===== src/fbfl_pkg.sv =====
// Shared constants and types for the fixed-block free-list allocator.
`timescale 1ns / 1ps

package fbfl_pkg;

    // Heap geometry; the block size is a power of two
    localparam int MAX_BLOCKS  = 256;
    localparam int BLOCK_BYTES = 128;

    localparam int ADDR_W  = $clog2(MAX_BLOCKS);      // memory index
    localparam int IDX_W   = $clog2(MAX_BLOCKS + 1);  // index plus null code
    localparam int OFF_W   = $clog2(BLOCK_BYTES);     // byte offset inside a block
    localparam int CNT_W   = 9;                       // block_count register
    localparam int DATA_W  = 32;
    localparam int CFG_IDX_W = 8;

    localparam logic [IDX_W-1:0] NULL_IDX = IDX_W'(MAX_BLOCKS);

    // Action codes
    typedef enum logic [1:0] {
        ACT_INIT    = 2'd0,
        ACT_REQUEST = 2'd1,
        ACT_RELEASE = 2'd2,
        ACT_NONE    = 2'd3
    } action_t;

    // Result status codes
    typedef enum logic [1:0] {
        ST_OK      = 2'd0,
        ST_EMPTY   = 2'd1,
        ST_INVALID = 2'd2,
        ST_UNUSED  = 2'd3
    } status_t;

    // Configuration register indexes
    localparam logic [CFG_IDX_W-1:0] REG_HEAP_BASE   = CFG_IDX_W'(0);
    localparam logic [CFG_IDX_W-1:0] REG_BLOCK_COUNT = CFG_IDX_W'(1);

endpackage


===== src/fbfl_ram.sv =====
// Single-port-write, single-port-read synchronous RAM holding the free-list links.
`timescale 1ns / 1ps

module fbfl_ram #(
    parameter int DEPTH  = 256,
    parameter int AW     = 8,
    parameter int DW     = 9
) (
    input  logic          aclk,
    input  logic          we,
    input  logic [AW-1:0] waddr,
    input  logic [DW-1:0] wdata,
    input  logic          re,
    input  logic [AW-1:0] raddr,
    output logic [DW-1:0] rdata
);

    logic [DW-1:0] mem [DEPTH];

    // Write port
    always_ff @(posedge aclk) begin
        if (we) begin
            mem[waddr] <= wdata;
        end
    end

    // Registered read port
    always_ff @(posedge aclk) begin
        if (re) begin
            rdata <= mem[raddr];
        end
    end

endmodule


===== src/fixed_block_free_list_allocator_core.sv =====
// Top level of the fixed-block free-list allocator: control, registers and result stage.
`timescale 1ns / 1ps

// Manages a heap of equal-size blocks as a LIFO free list whose links live in a
// registered-read RAM of MAX_BLOCKS entries. One item is worked at a time and
// yields one result beat. A release or an unknown action goes from accept via
// S_PEND to the output register; a request passes S_READ first (the link read
// of the head block), an init the S_INIT sweep, which writes one link per cycle.
// The next item is accepted once the previous result has moved into the output
// register, so a result waiting downstream does not block the next accept. The
// link RAM needs no clearing after reset: the list starts empty and only written
// links are ever followed. Configuration must be written by the user through the
// cfg channel while no item is in flight; the block itself does not enforce this.
module fixed_block_free_list_allocator_core (
    input  logic                           aclk,
    input  logic                           aresetn,
    // configuration write channel
    input  logic                           cfg_valid,
    output logic                           cfg_ready,
    input  logic [fbfl_pkg::CFG_IDX_W-1:0] cfg_index,
    input  logic [fbfl_pkg::DATA_W-1:0]    cfg_data,
    // input items
    input  logic                           s_tvalid,
    output logic                           s_tready,
    input  logic [31:0]                    s_tdata,   // [31:0] block_addr
    input  logic [1:0]                     s_tuser,   // [1:0] action
    // result items
    output logic                           m_tvalid,
    input  logic                           m_tready,
    output logic [31:0]                    m_tdata,   // [31:0] granted_addr
    output logic [1:0]                     m_tuser    // [1:0] status
);

    import fbfl_pkg::*;

    typedef enum logic [1:0] {
        S_IDLE,
        S_READ,
        S_INIT,
        S_PEND
    } state_t;

    state_t             state_reg;
    logic [DATA_W-1:0]  heap_base_reg;
    logic [CNT_W-1:0]   block_count_reg;
    logic [IDX_W-1:0]   head_reg;
    logic [IDX_W-1:0]   init_idx_reg;
    logic [DATA_W-1:0]  pend_addr_reg;
    status_t            pend_status_reg;
    logic [DATA_W-1:0]  out_addr_reg;
    status_t            out_status_reg;
    logic               out_valid_reg;

    logic [IDX_W-1:0]   eff_count;
    logic               s_fire;
    action_t            in_action;
    logic [DATA_W-1:0]  rel_off;
    logic [DATA_W-1:0]  rel_idx;
    logic               rel_ok;
    logic [DATA_W-1:0]  head_addr;
    logic [IDX_W-1:0]   init_succ;
    logic               init_last;
    logic               out_free;

    logic               ram_we;
    logic [ADDR_W-1:0]  ram_waddr;
    logic [IDX_W-1:0]   ram_wdata;
    logic               ram_re;
    logic [ADDR_W-1:0]  ram_raddr;
    logic [IDX_W-1:0]   ram_rdata;

    // Saturate the block count to the heap capacity
    assign eff_count = (32'(block_count_reg) > 32'(MAX_BLOCKS)) ? NULL_IDX
                                                               : IDX_W'(block_count_reg);

    assign cfg_ready = 1'b1;
    assign s_tready  = (state_reg == S_IDLE);
    assign s_fire    = s_tvalid && s_tready;
    assign in_action = action_t'(s_tuser);

    // Release check: aligned offset and index below the block count
    assign rel_off = s_tdata - heap_base_reg;
    assign rel_idx = rel_off >> OFF_W;
    assign rel_ok  = (rel_off[OFF_W-1:0] == '0) && (rel_idx < 32'(eff_count));

    // Byte address of the current head block, modulo 2^32
    assign head_addr = heap_base_reg + (32'(head_reg) << OFF_W);

    // Init sweep: link each block to its successor, the last one to null
    assign init_last = ((init_idx_reg + IDX_W'(1)) >= eff_count);
    assign init_succ = init_last ? NULL_IDX : (init_idx_reg + IDX_W'(1));

    assign out_free = !out_valid_reg || m_tready;

    // Link RAM access
    always_comb begin
        ram_we    = 1'b0;
        ram_waddr = init_idx_reg[ADDR_W-1:0];
        ram_wdata = init_succ;
        ram_re    = 1'b0;
        ram_raddr = head_reg[ADDR_W-1:0];
        case (state_reg)
            S_IDLE: begin
                if (s_fire && in_action == ACT_RELEASE && rel_ok) begin
                    ram_we    = 1'b1;
                    ram_waddr = rel_idx[ADDR_W-1:0];
                    ram_wdata = head_reg;
                end
                if (s_fire && in_action == ACT_REQUEST && head_reg != NULL_IDX) begin
                    ram_re = 1'b1;
                end
            end
            S_INIT: begin
                ram_we = 1'b1;
            end
            default: begin
                ram_we = 1'b0;
            end
        endcase
    end

    fbfl_ram #(
        .DEPTH (MAX_BLOCKS),
        .AW    (ADDR_W),
        .DW    (IDX_W)
    ) u_link_ram (
        .aclk  (aclk),
        .we    (ram_we),
        .waddr (ram_waddr),
        .wdata (ram_wdata),
        .re    (ram_re),
        .raddr (ram_raddr),
        .rdata (ram_rdata)
    );

    // Configuration registers
    always_ff @(posedge aclk) begin
        if (!aresetn) begin
            heap_base_reg   <= '0;
            block_count_reg <= CNT_W'(256);
        end else if (cfg_valid && cfg_ready) begin
            if (cfg_index == REG_HEAP_BASE) begin
                heap_base_reg <= cfg_data;
            end else if (cfg_index == REG_BLOCK_COUNT) begin
                block_count_reg <= cfg_data[CNT_W-1:0];
            end
        end
    end

    // Control sequencer, free-list head and result stage
    always_ff @(posedge aclk) begin
        if (!aresetn) begin
            state_reg     <= S_IDLE;
            head_reg      <= NULL_IDX;
            init_idx_reg  <= '0;
            out_valid_reg <= 1'b0;
        end else begin
            // drain the output register unless a new result moves in
            if (out_valid_reg && m_tready && state_reg != S_PEND) begin
                out_valid_reg <= 1'b0;
            end
            case (state_reg)
                S_IDLE: begin
                    if (s_fire) begin
                        case (in_action)
                            ACT_INIT: begin
                                pend_addr_reg   <= '0;
                                pend_status_reg <= ST_OK;
                                init_idx_reg    <= '0;
                                if (eff_count == '0) begin
                                    head_reg  <= NULL_IDX;
                                    state_reg <= S_PEND;
                                end else begin
                                    head_reg  <= '0;
                                    state_reg <= S_INIT;
                                end
                            end
                            ACT_REQUEST: begin
                                if (head_reg == NULL_IDX) begin
                                    pend_addr_reg   <= '0;
                                    pend_status_reg <= ST_EMPTY;
                                    state_reg       <= S_PEND;
                                end else begin
                                    pend_addr_reg   <= head_addr;
                                    pend_status_reg <= ST_OK;
                                    state_reg       <= S_READ;
                                end
                            end
                            ACT_RELEASE: begin
                                pend_addr_reg <= '0;
                                state_reg     <= S_PEND;
                                if (rel_ok) begin
                                    head_reg        <= rel_idx[IDX_W-1:0];
                                    pend_status_reg <= ST_OK;
                                end else begin
                                    pend_status_reg <= ST_INVALID;
                                end
                            end
                            default: begin
                                pend_addr_reg   <= '0;
                                pend_status_reg <= ST_OK;
                                state_reg       <= S_PEND;
                            end
                        endcase
                    end
                end
                S_READ: begin
                    // pop: successor becomes the new head, clamped to null
                    head_reg  <= (ram_rdata > NULL_IDX) ? NULL_IDX : ram_rdata;
                    state_reg <= S_PEND;
                end
                S_INIT: begin
                    init_idx_reg <= init_idx_reg + IDX_W'(1);
                    if (init_last) begin
                        state_reg <= S_PEND;
                    end
                end
                S_PEND: begin
                    if (out_free) begin
                        out_addr_reg   <= pend_addr_reg;
                        out_status_reg <= pend_status_reg;
                        out_valid_reg  <= 1'b1;
                        state_reg      <= S_IDLE;
                    end
                end
                default: begin
                    state_reg <= S_IDLE;
                end
            endcase
        end
    end

    assign m_tvalid = out_valid_reg;
    assign m_tdata  = out_addr_reg;
    assign m_tuser  = out_status_reg;

    // A link read always comes in the cycle after the accept of a request
    a_read_after_req: assert property (@(posedge aclk) disable iff (!aresetn)
        (state_reg == S_READ) |-> $past(s_fire && in_action == ACT_REQUEST))
        else $error("link read without a preceding request");

    // The head never holds a code past null
    a_head_range: assert property (@(posedge aclk) disable iff (!aresetn)
        head_reg <= NULL_IDX)
        else $error("free-list head out of range");

    // A rejected release leaves the list untouched
    a_bad_release: assert property (@(posedge aclk) disable iff (!aresetn)
        (s_fire && in_action == ACT_RELEASE && !rel_ok) |=> $stable(head_reg))
        else $error("invalid release changed the free list");

    // Only a successful grant carries a nonzero address
    a_addr_on_ok: assert property (@(posedge aclk) disable iff (!aresetn)
        (m_tvalid && m_tuser != ST_OK) |-> (m_tdata == '0))
        else $error("address reported with a failing status");

endmodule


===== config.mk =====
export PLATFORM = sky130hd
export DESIGN_NAME = fixed_block_free_list_allocator_core
export DESIGN_NICKNAME = d
export VERILOG_FILES = /design/src/fbfl_pkg.sv /design/src/fbfl_ram.sv /design/src/fixed_block_free_list_allocator_core.sv
export SDC_FILE = /design/constraint.sdc
export NUM_CORES = 2
export LEC_CHECK = 0
export ABC_CLOCK_PERIOD_IN_PS = 37600
export BUFFER_PORTS_ARGS = -buffer_cell sky130_fd_sc_hd__buf_2
export CAP_MARGIN = 20
export CORE_MARGIN = 4
export CORE_UTILIZATION = 45
export DETAILED_ROUTE_END_ITERATION = 6
export SYNTH_ARGS = -nofsm -noshare
export SYNTH_HDL_FRONTEND = slang
export SYNTH_HIERARCHICAL = 1
export SYNTH_SLANG_ARGS = --single-unit

===== constraint.sdc =====
create_clock -name aclk -period 37.6 [get_ports aclk]
set_clock_uncertainty 0.15 [all_clocks]
set_input_delay 1.88 -clock aclk [delete_from_list [all_inputs] [get_ports aclk]]
set_output_delay 1.88 -clock aclk [all_outputs]
set_load 0.01 [all_outputs]

==> summary.txt <==
Clocking
  – CTS tree: built
  – Post-CTS Setup Inserts: 0
  – CTS Hold Bufs: 0
  – Clk slew on worst S/H paths: 0.06 ns
  – Deepest clock path buffer count: 3
  – CTS Root Cell: clkbuf_16
  – Clk_lat worst skew: 0.87 ns
  – H-tree depth: 4
  – Clock Sinks: 2443
  – Post-CTS Resized: 0
  – TritonCTS buffer count: 231

Floorplanning
  – Io pins: 116
  – Rows: 170
  – Die height: 474 um
  – Core footprint: 215000 um2
  – Die X: 474 um
  – Die area: 225000 um2
  – Initial Util: 0.454

Global route
  – Pin count of the biggest net entering global routing: 191
  – Total track usage: 0.230
  – Antenna violations before repair: 11
  – Grt ovf: 0
  – First-pass GRT wire length: 373000 um
  – Vias in the first global route: 50700

Synth
  – Cell taking the most area after synthesis: edfxtp_1
  – Number of flops mapped to enable cells by yosys: 2381
  – FF+latch count, synth: 2443
  – Synth area leaders: edfxtp_1, mux4_2, mux2i_1
  – Most instantiated cells after synthesis: edfxtp_1, mux4_2, nor2_1
  – Synth Cell Area: 97700 um2
  – Top-area cell type share of the netlist area: 0.732
  – Post-Synthesis Cells: 5194
  – Most common cell in the synthesized netlist: edfxtp_1
  – Ys Warns: 6
  – Post-synth ARST share: 0
  – Post-synth net total: 5339
  – Sequential element share of the synthesized area: 0.744
  – Post-synth cell types: 87
  – Mapped Avg Cell Area: 18.8 um2
  – Synth Flop Type: edfxtp_1

Power and ir drop
  – Power Density: 61.6 nW/um2
  – Peak supply drop: 0.0622 mV
  – Pleak: 33.6 nW
  – Total power: 0.00670 W

Routing
  – Drt pass-1 iters: 6
  – Routed WL per cell: 30.9 um
  – Routed WL: 259000 um
  – Drt drc: 0
  – Via/cell ratio: 6.14
  – Post-route ant nets: 0
  – DR iter-0 viols: 6163
  – Vias: 51600

Cells and area
  – Biggest register: u_link_ram/mem
  – Nets: 5500
  – Util after Layout: 0.505
  – Number of fill cells in the layout: 17200
  – Area growth syn-to-layout: 11.3%
  – Layout cell share with drive strength beyond 1: 0.201
  – Fin area: 109000 um2
  – Max reg flops: 2304

Setup path
  – CP Launch Type: input pin
  – CP arrival: 9.88 ns
  – CP max FO: 18
  – Setup CP Type: in2reg
  – Max incr delay on CP: 0.89 ns
  – Worst Setup End Kind: flop
  – CP required: 37.92 ns
  – Slowest cell on the critical path: nand3_1
  – Worst reg2reg setup slack: 28.74 ns

Timing
  – TNS Setup: 0 ns
  – Fin. Hold Viols: 0
  – RSZ-0062 raised after global routing: no
  – Worst hold slack: 0.263 ns
  – Achievable Freq: 105 MHz
  – Slew Viols, Final: 0
  – Crit path time final: 9.56 ns
  – Tcrit/Tclk final: 0.254
  – # setup viols final: 0
  – Worst Tran Pin Value: 1.30 ns
  – Slew margin rel.: 0.133

Placed design
  – Placed cell area: 101000 um2
  – I/O Buffers: 114
  – Final HPWL DP: 161000 um
  – GP Congestion: 0.905

Min path
  – Min-delay worst type: reg2reg

Status
  – Status: complete, no violations

Flow run
  – Max Cap Viol: 0
-- per-stage QoR --
stage	setup slack (ns)	instances
3_3_place_gp	27.34	7952
4_1_cts	28.23	8380
6_report	28.04	8395
5_1_grt	27.65	8389
2_1_floorplan	24.11	5194
3_5_place_dp	27.33	7953
-- layout make-up --
class | count | area [um2] | share of cell area
clock buffers | 280 | 6100 | 0.0561
repair buffers | 228 | 1550 | 0.0143
inverters | 69 | 259 | 0.00238
well taps | 2838 | 3550 | 0.0326
diodes | 8 | 20.0 | 0.000184
clock inverters | 147 | 1410 | 0.0129
flip-flops and latches | 2443 | 72800 | 0.669
multi-input cells | 2382 | 23100 | 0.213
-- logic make-up (layout without fill, tap and decap cells) --
group / after synthesis / after routing / synth area share
and+or+nand+nor: 842 / 842 / 0.0387
muxes: 698 / 698 / 0.133
AOI/OAI and AO/OA: 737 / 737 / 0.0514
DFF: 2443 / 2443 / 0.744
xor gates and xnor gates: 38 / 38 / 0.00341
adders and majority gates: 66 / 66 / 0.00853
other: 1 / 9 / 0.0000384
buffers and inverters: 369 / 724 / 0.0205
-- where the power goes --
group / leakage (nW) / total (W) / switching (W) / internal (W)
Sequential: 22.7 / 0.00303 / 0.0000392 / 0.00299
Clock: 3.64 / 0.00230 / 0.00101 / 0.00129
Combinational: 7.30 / 0.00138 / 0.000864 / 0.000511
-- worst paths after layout --
check,start,depth (start not counted),endpoint
setup / recovery,s_tdata[1],25,u_link_ram/mem[230][1]$_DFFE_PP_
hold / removal,pend_addr_reg[20]$_SDFFCE_PP0P_,0,m_tdata[20]$_DFFE_PP_
setup reg to reg,heap_base_reg[1]$_SDFFE_PN0P_,25,u_link_ram/mem[230][1]$_DFFE_PP_
hold reg to reg,pend_addr_reg[20]$_SDFFCE_PP0P_,0,m_tdata[20]$_DFFE_PP_
-- worst max-delay path: cells and delay by family --
family,cells,cell delay (ns)
buffers and inverters,3,0.99
adder cells (fa/ha/maj),2,0.65
XOR/XNOR,1,0.14
multiplexers,1,0.48
AO/OA/AOI/OAI,10,2.88
AND/OR/NAND/NOR,8,2.81
-- layer usage --
layer | GRT usage | vias up | routed length [um]
met5 | 0.00454 | - | 91
met4 | 0.0719 | 2 | 8280
met3 | 0.0519 | 420 | 24200
met2 | 0.351 | 2614 | 119000
met1 | 0.331 | 26900 | 108000
li1 | - | 21600 | -
-- layout by cell type, fill, tap and decap left out, types with 43 or more instances in the layout --
master,n
buf_4,102
edfxtp_1,2381
inv_1,66
ha_1,65
nor3_1,44
mux2i_1,191
a21oi_1,182
mux4_2,467
a22oi_1,180
clkinv_2,43
clkbuf_16,234
nand3_1,52
o21ai_0,66
o22ai_1,67
buf_2,115
nor2_1,391
nand2_1,174
dfxtp_1,56
(Power assumes the default switching activity.)
